**config.mk**
```make
export PLATFORM = sky130hd
export DESIGN_NAME = imu_serial_frame_parser
export DESIGN_NICKNAME = d
export VERILOG_FILES = /design/src/sv/isfp_pkg.sv /design/src/sv/isfp_front.sv /design/src/sv/isfp_queue.sv /design/src/sv/isfp_back.sv /design/src/sv/imu_serial_frame_parser.sv
export SDC_FILE = /design/constraint.sdc
export NUM_CORES = 1
export LEC_CHECK = 0
export ABC_AREA = 1
export BUFFER_PORTS_ARGS = -buffer_cell sky130_fd_sc_hd__buf_4
export CAP_MARGIN = 20
export CORE_MARGIN = 2
export CORE_UTILIZATION = 40
export DETAILED_ROUTE_END_ITERATION = 6
export PLACE_DENSITY = 0.64
export SLEW_MARGIN = 20
export SYNTH_ARGS = -nofsm -noshare
export SYNTH_HDL_FRONTEND = slang
export SYNTH_SLANG_ARGS = --single-unit
```
**constraint.sdc**
```tcl
create_clock -name clk -period 4.25 [get_ports clk]
set_input_delay 0.85 -clock clk [delete_from_list [all_inputs] [get_ports clk]]
set_output_delay 0.85 -clock clk [all_outputs]
set_load 0.01 [all_outputs]
```
**src/sv/isfp_pkg.sv**
```systemverilog
// Shared types and constants for the IMU serial frame parser.
// Depends on nothing; every other file of the block imports it.
`default_nettype none

package isfp_pkg;

  localparam logic [7:0] HEADER_BYTE = 8'h55;
  localparam logic [7:0] TYPE_FIRST  = 8'h50;
  localparam logic [7:0] TYPE_LAST   = 8'h58;
  localparam int unsigned FRAME_LEN  = 11;
  localparam logic [3:0] LAST_POS    = 4'(FRAME_LEN - 1);
  localparam logic [3:0] FIRST_PAYLOAD_POS = 4'd2;
  localparam logic [3:0] LAST_PAYLOAD_POS  = 4'd9;
  localparam int unsigned PAYLOAD_BYTES    = 8;
  localparam int unsigned QUEUE_DEPTH_DEFAULT = 2;

  typedef struct packed {
    logic [3:0]                        kind;
    logic [PAYLOAD_BYTES-1:0][7:0]     payload;
  } frame_t;

  typedef struct packed {
    logic empty;
    logic full;
  } q_status_t;

endpackage

`default_nettype wire

```
**src/sv/isfp_front.sv**
```systemverilog
// Front part: collects received bytes into frames and classifies them.
// Depends on isfp_pkg; hands finished frames of a known type to the queue.
`default_nettype none

module isfp_front
  import isfp_pkg::*;
(
  input  wire logic       clk,
  input  wire logic       rst,
  input  wire logic       accept,
  input  wire logic [7:0] rx_byte,
  output frame_t          frame,
  output logic            frame_push
);

  logic [3:0]                    count;
  logic [3:0]                    count_next;
  logic [7:0]                    type_byte;
  logic [PAYLOAD_BYTES-1:0][7:0] payload;
  logic [2:0]                    slot;
  logic                          type_known;
  logic [3:0]                    kind;

  assign slot       = 3'(count - FIRST_PAYLOAD_POS);
  assign type_known = (type_byte >= TYPE_FIRST) && (type_byte <= TYPE_LAST);
  assign kind       = 4'(type_byte - TYPE_FIRST);

  always_comb begin
    count_next = count;
    if (accept) begin
      if (count == 4'd0) begin
        count_next = (rx_byte == HEADER_BYTE) ? 4'd1 : 4'd0;
      end else if (count >= LAST_POS) begin
        count_next = 4'd0;
      end else begin
        count_next = count + 4'd1;
      end
    end
  end

  always_ff @(posedge clk) begin
    if (rst) begin
      count <= 4'd0;
    end else begin
      count <= count_next;
    end
  end

  always_ff @(posedge clk) begin
    if (accept && count == 4'd1) begin
      type_byte <= rx_byte;
    end
    if (accept && count >= FIRST_PAYLOAD_POS && count <= LAST_PAYLOAD_POS) begin
      payload[slot] <= rx_byte;
    end
  end

  assign frame_push    = accept && (count == LAST_POS) && type_known;
  assign frame.kind    = kind;
  assign frame.payload = payload;

endmodule

`default_nettype wire

```
**src/sv/isfp_queue.sv**
```systemverilog
// Short frame queue between the front and back parts.
// Depends on isfp_pkg for the frame and status types.
`default_nettype none

module isfp_queue
  import isfp_pkg::*;
#(
  parameter int unsigned DEPTH = QUEUE_DEPTH_DEFAULT
) (
  input  wire logic   clk,
  input  wire logic   rst,
  input  wire logic   wr_en,
  input  wire frame_t wr_frame,
  input  wire logic   rd_en,
  output frame_t      rd_frame,
  output q_status_t   status
);

  localparam int unsigned PTR_W = (DEPTH > 1) ? $clog2(DEPTH) : 1;
  localparam int unsigned CNT_W = $clog2(DEPTH + 1);
  localparam logic [PTR_W-1:0] LAST_SLOT = PTR_W'(DEPTH - 1);
  localparam logic [CNT_W-1:0] FULL_CNT  = CNT_W'(DEPTH);

  frame_t           slots [DEPTH];
  logic [PTR_W-1:0] wr_ptr;
  logic [PTR_W-1:0] rd_ptr;
  logic [CNT_W-1:0] fill;

  always_ff @(posedge clk) begin
    if (rst) begin
      wr_ptr <= '0;
      rd_ptr <= '0;
      fill   <= '0;
    end else begin
      if (wr_en) begin
        wr_ptr <= (wr_ptr == LAST_SLOT) ? '0 : wr_ptr + 1'b1;
      end
      if (rd_en) begin
        rd_ptr <= (rd_ptr == LAST_SLOT) ? '0 : rd_ptr + 1'b1;
      end
      if (wr_en && !rd_en) begin
        fill <= fill + 1'b1;
      end else if (rd_en && !wr_en) begin
        fill <= fill - 1'b1;
      end
    end
  end

  always_ff @(posedge clk) begin
    if (wr_en) begin
      slots[wr_ptr] <= wr_frame;
    end
  end

  assign rd_frame     = slots[rd_ptr];
  assign status.empty = (fill == '0);
  assign status.full  = (fill == FULL_CNT);

endmodule

`default_nettype wire

```
**src/sv/isfp_back.sv**
```systemverilog
// Back part: takes frames from the queue and presents the decoded fields.
// Depends on isfp_pkg; holds one result in its output register.
`default_nettype none

module isfp_back
  import isfp_pkg::*;
(
  input  wire logic      clk,
  input  wire logic      rst,
  input  wire frame_t    head,
  input  wire q_status_t q_status,
  output logic           take,
  input  wire logic      pop,
  output logic           empty,
  output logic [3:0]     packet_kind,
  output logic [15:0]    word_zero,
  output logic [15:0]    word_one,
  output logic [15:0]    word_two,
  output logic [15:0]    word_three,
  output logic [31:0]    long_first,
  output logic [31:0]    long_second
);

  logic   held;
  frame_t result;

  assign take = !q_status.empty && (!held || pop);

  always_ff @(posedge clk) begin
    if (rst) begin
      held <= 1'b0;
    end else if (take) begin
      held <= 1'b1;
    end else if (pop) begin
      held <= 1'b0;
    end
  end

  always_ff @(posedge clk) begin
    if (take) begin
      result <= head;
    end
  end

  assign empty       = !held;
  assign packet_kind = result.kind;
  assign word_zero   = {result.payload[1], result.payload[0]};
  assign word_one    = {result.payload[3], result.payload[2]};
  assign word_two    = {result.payload[5], result.payload[4]};
  assign word_three  = {result.payload[7], result.payload[6]};
  assign long_first  = {result.payload[0], result.payload[1],
                        result.payload[2], result.payload[3]};
  assign long_second = {result.payload[4], result.payload[5],
                        result.payload[6], result.payload[7]};

endmodule

`default_nettype wire

```
**src/sv/imu_serial_frame_parser.sv**
```systemverilog
// IMU serial frame parser: takes one received byte per cycle unless full.
// A finished frame passes through the frame queue and then the output register.
// Bytes are taken one per cycle while full is low; full is the queue's full
// flag, and with QUEUE_DEPTH above one the output register then holds a result.
// Synchronous reset empties the queue and output and restarts frame collection.
`default_nettype none

module imu_serial_frame_parser
  import isfp_pkg::*;
#(
  parameter int unsigned QUEUE_DEPTH = QUEUE_DEPTH_DEFAULT
) (
  input  wire logic       clk,
  input  wire logic       rst,
  input  wire logic       push,
  output logic            full,
  input  wire logic [7:0] rx_byte,
  input  wire logic       pop,
  output logic            empty,
  output logic [3:0]      packet_kind,
  output logic [15:0]     word_zero,
  output logic [15:0]     word_one,
  output logic [15:0]     word_two,
  output logic [15:0]     word_three,
  output logic [31:0]     long_first,
  output logic [31:0]     long_second
);

  frame_t    new_frame;
  frame_t    head;
  logic      frame_push;
  logic      take;
  logic      accept;
  q_status_t q_status;

  assign full   = q_status.full;
  assign accept = push && !full;

  isfp_front u_front (
    .clk        (clk),
    .rst        (rst),
    .accept     (accept),
    .rx_byte    (rx_byte),
    .frame      (new_frame),
    .frame_push (frame_push)
  );

  isfp_queue #(
    .DEPTH (QUEUE_DEPTH)
  ) u_queue (
    .clk      (clk),
    .rst      (rst),
    .wr_en    (frame_push),
    .wr_frame (new_frame),
    .rd_en    (take),
    .rd_frame (head),
    .status   (q_status)
  );

  isfp_back u_back (
    .clk         (clk),
    .rst         (rst),
    .head        (head),
    .q_status    (q_status),
    .take        (take),
    .pop         (pop),
    .empty       (empty),
    .packet_kind (packet_kind),
    .word_zero   (word_zero),
    .word_one    (word_one),
    .word_two    (word_two),
    .word_three  (word_three),
    .long_first  (long_first),
    .long_second (long_second)
  );

  a_push_not_full: assert property (@(posedge clk) disable iff (rst)
    frame_push |-> !q_status.full)
    else $error("Frame pushed into a full queue.");

  a_status_exclusive: assert property (@(posedge clk) disable iff (rst)
    !(q_status.full && q_status.empty))
    else $error("Queue reports full and empty together.");

  a_result_arrives: assert property (@(posedge clk) disable iff (rst)
    (frame_push && q_status.empty && empty) |=> ##1 !empty)
    else $error("Completed frame did not reach the output.");

  a_take_has_data: assert property (@(posedge clk) disable iff (rst)
    take |-> !q_status.empty)
    else $error("Output loaded from an empty queue.");

endmodule

`default_nettype wire

```
# Word level (Yosys, flattened, before mapping)

Memory sizes are Yosys's and may differ from the RTL's. A register that Yosys moved wholly into a read port is not among the register bits.
Cells that the tools add are included.

Register bits after elaboration: 81
Bits in latches: 0
RAM bits: 136
Bits in read-only memories: 0
Word-level logic and storage cells: 68
Memories kept: 1

Add/subtract/negate cells: 7
Multiply operators: 0
Div/mod/pow operators: 0
Order comparisons: 7
Equal/unequal tests: 4
Shift-type cells: 0
Muxes and demuxes: 14
Bitwise operators: 0
Reduce and logical (&&, ||, !) cells: 21

Memories:

| memory        | depth | width | read ports | clocked after memory_dff | wr ports | line             | RTL |
|---|---|---|---|---|---|---|---|
| u_queue.slots | 2     | 68    | 1          | 1                        | 1        | isfp_queue.sv:24 | `frame_t slots [DEPTH];` |

Operators with widths:

| operator                                                   | number |
|---|---|
| bitwise mux 64 bit                                         | 1 |
| demux 8 bit (select 3 bit)                                 | 1 |
| logical AND 1 bit                                          | 11 |
| == test 8 x 7 -> 1 bit, second input constant              | 1 |
| >= comparator 8 x 7 -> 1 bit, second input constant        | 1 |
| <= comparator 8 x 7 -> 1 bit, second input constant        | 1 |
| 2-to-1 mux 4 bit                                           | 2 |
| 2-to-1 mux 8 bit                                           | 1 |
| 2-to-1 mux 1 bit                                           | 7 |
| zero test 1 bit                                            | 5 |
| adder 4 x 1 -> 4 bit, second input constant                | 1 |
| == test 4 x 1 -> 1 bit, second input constant              | 1 |
| == test 4 bit, second input constant                       | 1 |
| >= comparator 4 x 2 -> 1 bit, second input constant        | 1 |
| >= comparator 4 bit, second input constant                 | 1 |
| <= comparator 4 bit, second input constant                 | 1 |
| zero test 4 bit                                            | 1 |
| less-than comparator 3 x 4 -> 1 bit, second input constant | 1 |
| 2-to-1 mux 2 bit                                           | 2 |
| nonzero test 2 bit                                         | 2 |
| subtractor 4 x 1 -> 4 bit, second input constant           | 1 |
| >= comparator 3 x 1 -> 1 bit, second input constant        | 1 |
| subtractor 3 x 2 -> 3 bit, second input constant           | 1 |
| adder 1 bit, second input constant                         | 2 |
| 5 further kinds                                            | 5 |

# Logic depth before layout (Yosys ltp)

Depth after elaboration: 9
Gate-level depth with buffers: 11
Mapped depth without buffers: 11

# Hierarchy

From an unflattened synthesis, not the netlist that was laid out.

Cell total of the unflattened synthesis: 542
Area total of the unflattened synthesis: 10,490.1 um^2

Modules (own cells, without submodules):

| module                  | times used | cells an instance | area each (um^2) |
|---|---|---|---|
| isfp_queue              | 1          | 245               | 5,223.8 |
| isfp_front              | 1          | 157               | 2,688.8 |
| isfp_back               | 1          | 138               | 2,567.5 |
| imu_serial_frame_parser | 1          | 2                 | 10.0 |

# Worst setup path before layout

No wires, ideal clock.

Path kind: input -> register
Start: in push
End: mem u_queue.slots[0][0] (netlist name), enable pin
Arrival time: 3.936 ns
Required time: 3.756 ns
Path slack: -0.181 ns
Cell stages on the path: 4
Cell sequence: nand2_4 clkinv_4 nand3_1 nor2_1

Longest elaborated chain between the ends: 5

Ends and longest elaborated chain:

| element                                | line                          | RTL |
|---|---|---|
| start: declaration                     | imu_serial_frame_parser.sv:15 | `input wire logic push,` |
| logical AND 1 bit                      | imu_serial_frame_parser.sv:37 | `assign accept = push && !full;` |
| logical AND 1 bit (2 in series)        | isfp_front.sv:58              | `assign frame_push = accept && (count == LAST_POS) && type_known;` |
| 2-to-1 mux 1 bit                       | isfp_queue.sv:50              | `if (wr_en) begin` |
| 2-to-1 mux 1 bit (implied by the code) | isfp_queue.sv:51              | `slots[wr_ptr] <= wr_frame;` |
| end: declaration                       | isfp_queue.sv:24              |  |

No other way between the ends.

# Worst setup path in the final report

Start: reg u_front.count[2]
End: mem u_queue.slots[1][42] (netlist name), enable pin

Longest elaborated chain between the ends: 5

Ends and longest elaborated chain:

| element                                | line             | RTL |
|---|---|---|
| start: declaration                     | isfp_front.sv:16 | `logic [3:0] count;` |
| start signal: assignment               | isfp_front.sv:45 | `count <= count_next;` |
| == test 4 bit                          | isfp_front.sv:58 |  |
| logical AND 1 bit (2 in series)        | isfp_front.sv:58 |  |
| 2-to-1 mux 1 bit                       | isfp_queue.sv:50 |  |
| 2-to-1 mux 1 bit (implied by the code) | isfp_queue.sv:51 |  |

No other way between the ends.

==> impl_metrics.json <==
{
  "syn_avg_cell_area_um2": 15.4,
  "routedWlPerCell_um": 16.1,
  "maxSlewViolCount": 0,
  "rows": 58,
  "final_common_cell": "edfxtp_1",
  "synth_top_area_frac": 0.806,
  "place_worst_setup_slack_ps": 1430,
  "die_h_um": 164,
  "ys_ff_latch": 285,
  "syn_nets": 686,
  "area_delta_synth_final_pct": 18.5,
  "cts_buffers": 28,
  "grt_pass1_vias": 4860,
  "ant_nets": 0,
  "tritoncts": "yes",
  "layout_common_cells": "edfxtp_1 (276), nand2_1 (224), buf_4 (152), clkbuf_16 (29), nor2_1 (17)",
  "peakVddDrop_mv": 0.339,
  "post_route_cells_drive_above_1_share": 0.261,
  "powerDensity_mw_per_mm2": 664,
  "r2r-end": "u_queue.slots[1][42]",
  "finalCritPeriodShare": 0.580,
  "design.core.area_mm2": 0.0252,
  "die_w_um": 164,
  "p_leak_nw": 4.59,
  "cts_sinks": 285,
  "drtPass1Iterations": 4,
  "synth_area_leaders": "edfxtp_1 (81%), nand2_1 (8.2%), buf_4 (4.7%)",
  "rsz0062_at_grt": "false",
  "whs_ps": 437,
  "clk_pin_slew_ps": 60,
  "insertion_delay_ps": 530,
  "min_path_cells": 0,
  "drtIter0Drc": 533,
  "antenna_found_initial": 0,
  "cts_resized": 0,
  "nNetsFinal": 789,
  "cts.path.max_buffers": 3,
  "required_ps": 4430,
  "worst-path-max-fanout": 27,
  "worst-setup-path-type": "reg2reg",
  "skew_ps": 16.3,
  "cp-endpoint": "u_queue.slots[1][42]",
  "synth_cell_types": 24,
  "reg2reg_from": "u_front.count[2]",
  "ys_seq_area_frac": 0.824,
  "syn_area_mm2": 0.0103,
  "diodes": 0,
  "hold_path_class": "reg2reg",
  "cp.arrival_ps": 2650,
  "vias_per_cell": 4.53,
  "grt_overflow": 0,
  "status": "finished clean",
  "place_hpwl_mm": 11.1,
  "slew-limit-headroom": 0.409,
  "ctsHoldBuffers": 0,
  "tns_ps": 0,
  "track_usage": 0.132,
  "cap_viol_max_count": 0,
  "via_count": 5078,
  "grt_pass1_wl_mm": 26.7,
  "fillCellCount": 2126,
  "wl_mm": 18.0,
  "start_kind": "flop",
  "crit_start": "u_front.count[2]",
  "cts_setup_buffers": 0,
  "gp_congestion": 0.745,
  "htree_levels": 1,
  "synth_area_leader_cell": "edfxtp_1",
  "dieArea_mm2": 0.0270,
  "rrSetupSlack_ps": 1790,
  "initial_core_util": 0.408,
  "setup_viol": 0,
  "drc_errors": 0,
  "grt_max_degree": 69,
  "min_period_ps": 2460,
  "synthCells": 669,
  "fin_ws_ps": 1790,
  "hold_viol_final": 0,
  "port_buffers": 145,
  "io_pins": 146,
  "root_buffer": "clkbuf_16",
  "fmax_mhz": 406,
  "tightest_slew_ps": 886,
  "crit_path_end_kind": "flop",
  "ff2ff_path_depth": 6,
  "ys_warn_count": 0
}
-- report_power, final --
part	total [mW]	switching, mW	internal (mW)	leakage [nW]
combinational	1.98	1.16	0.822	1.57
clock	2.31	0.957	1.35	0.422
sequential	3.79	0.185	3.61	2.59
total	8.08	2.30	5.78	4.59
-- metrics by stage --
stage	instance area, µm²	instances	utilization	total power, mW
finish	12200	1120	0.484	8.08
global route	12200	1120	0.484	8.47
CTS	12200	1120	0.483	8.19
detailed placement	11300	1072	0.449	5.89
global placement	11300	1072	0.449	5.86
floorplan	10300	669	-	5.09
-- how the worst min path moves through the flow --
stage | slack, ps | startpoint | end
final | 440 | u_front.frame[7] | u_queue.slots[0][7]
after global routing | 450 | u_front.frame[17] | u_queue.slots[1][17]
after CTS | 440 | u_front.frame[16] | u_queue.slots[1][16]
after detailed placement | 430 | u_front.frame[4] | u_queue.slots[1][4]
after global placement | 420 | u_front.frame[23] | u_queue.slots[0][23]
after floorplan | 420 | u_front.frame[0] | u_queue.slots[0][0]
-- worst max-delay path, cell delays in order, from the launching register on --
cell and delay, ps:
dfxtp_1 340, inv_2 110, nand2_1 110, nor3_1 190
nand3_1 220, nor2_4 640, buf_4 480
-- kinds of logic after synthesis --
| family | share of synthesized area |
|---|---|
| xor+xnor | 0.000852 |
| compound gates | 0.00779 |
| flops | 0.824 |
| buf+inv | 0.0610 |
| simple gates | 0.100 |
| fa+ha+maj | 0.00609 |
-- cells in the mapped netlist, drive strengths merged --
cell type	number
a21oi	6
a31oi	1
buf	69
clkbuf	10
clkinv	1
dfxtp	9
edfxtp	276
ha	5
inv	20
nand2	228
nand3	8
nand4	2
nor2	20
nor3	4
o21ai	8
or2	1
xor2	1
-- layout make-up --
class	instances	area [µm²]	area share
Sequential cell	285	8470	0.696
Multi-Input combinational cell	284	1200	0.0989
Timing Repair Buffer	152	1140	0.0937
Clock buffer	31	733	0.0602
Tap cell	330	413	0.0339
Clock inverter	17	130	0.0107
Inverter	21	85.1	0.00699
-- metal layers --
| metal | track usage | part of all wire |
|---|---|---|
| met3 | 0.0210 | 0.056 |
| met5 | 0 | 0 |
| met1 | 0.166 | 0.42 |
| met4 | 0.0494 | 0.026 |
| met2 | 0.229 | 0.50 |
-- registers in the layout, summed over array words and instances, names as in the netlist --
name	count
u_queue.wr_ptr	1
u_front.count	4
u_front.frame	64
u_back.long_second	32
u_queue.slots	136
u_back.long_first	32
u_queue.fill	2
u_front.type_byte	8
u_back.packet_kind	4
u_queue.rd_ptr	1
u_back.held	1
No activity file was read; power rests on OpenSTA's default activity.
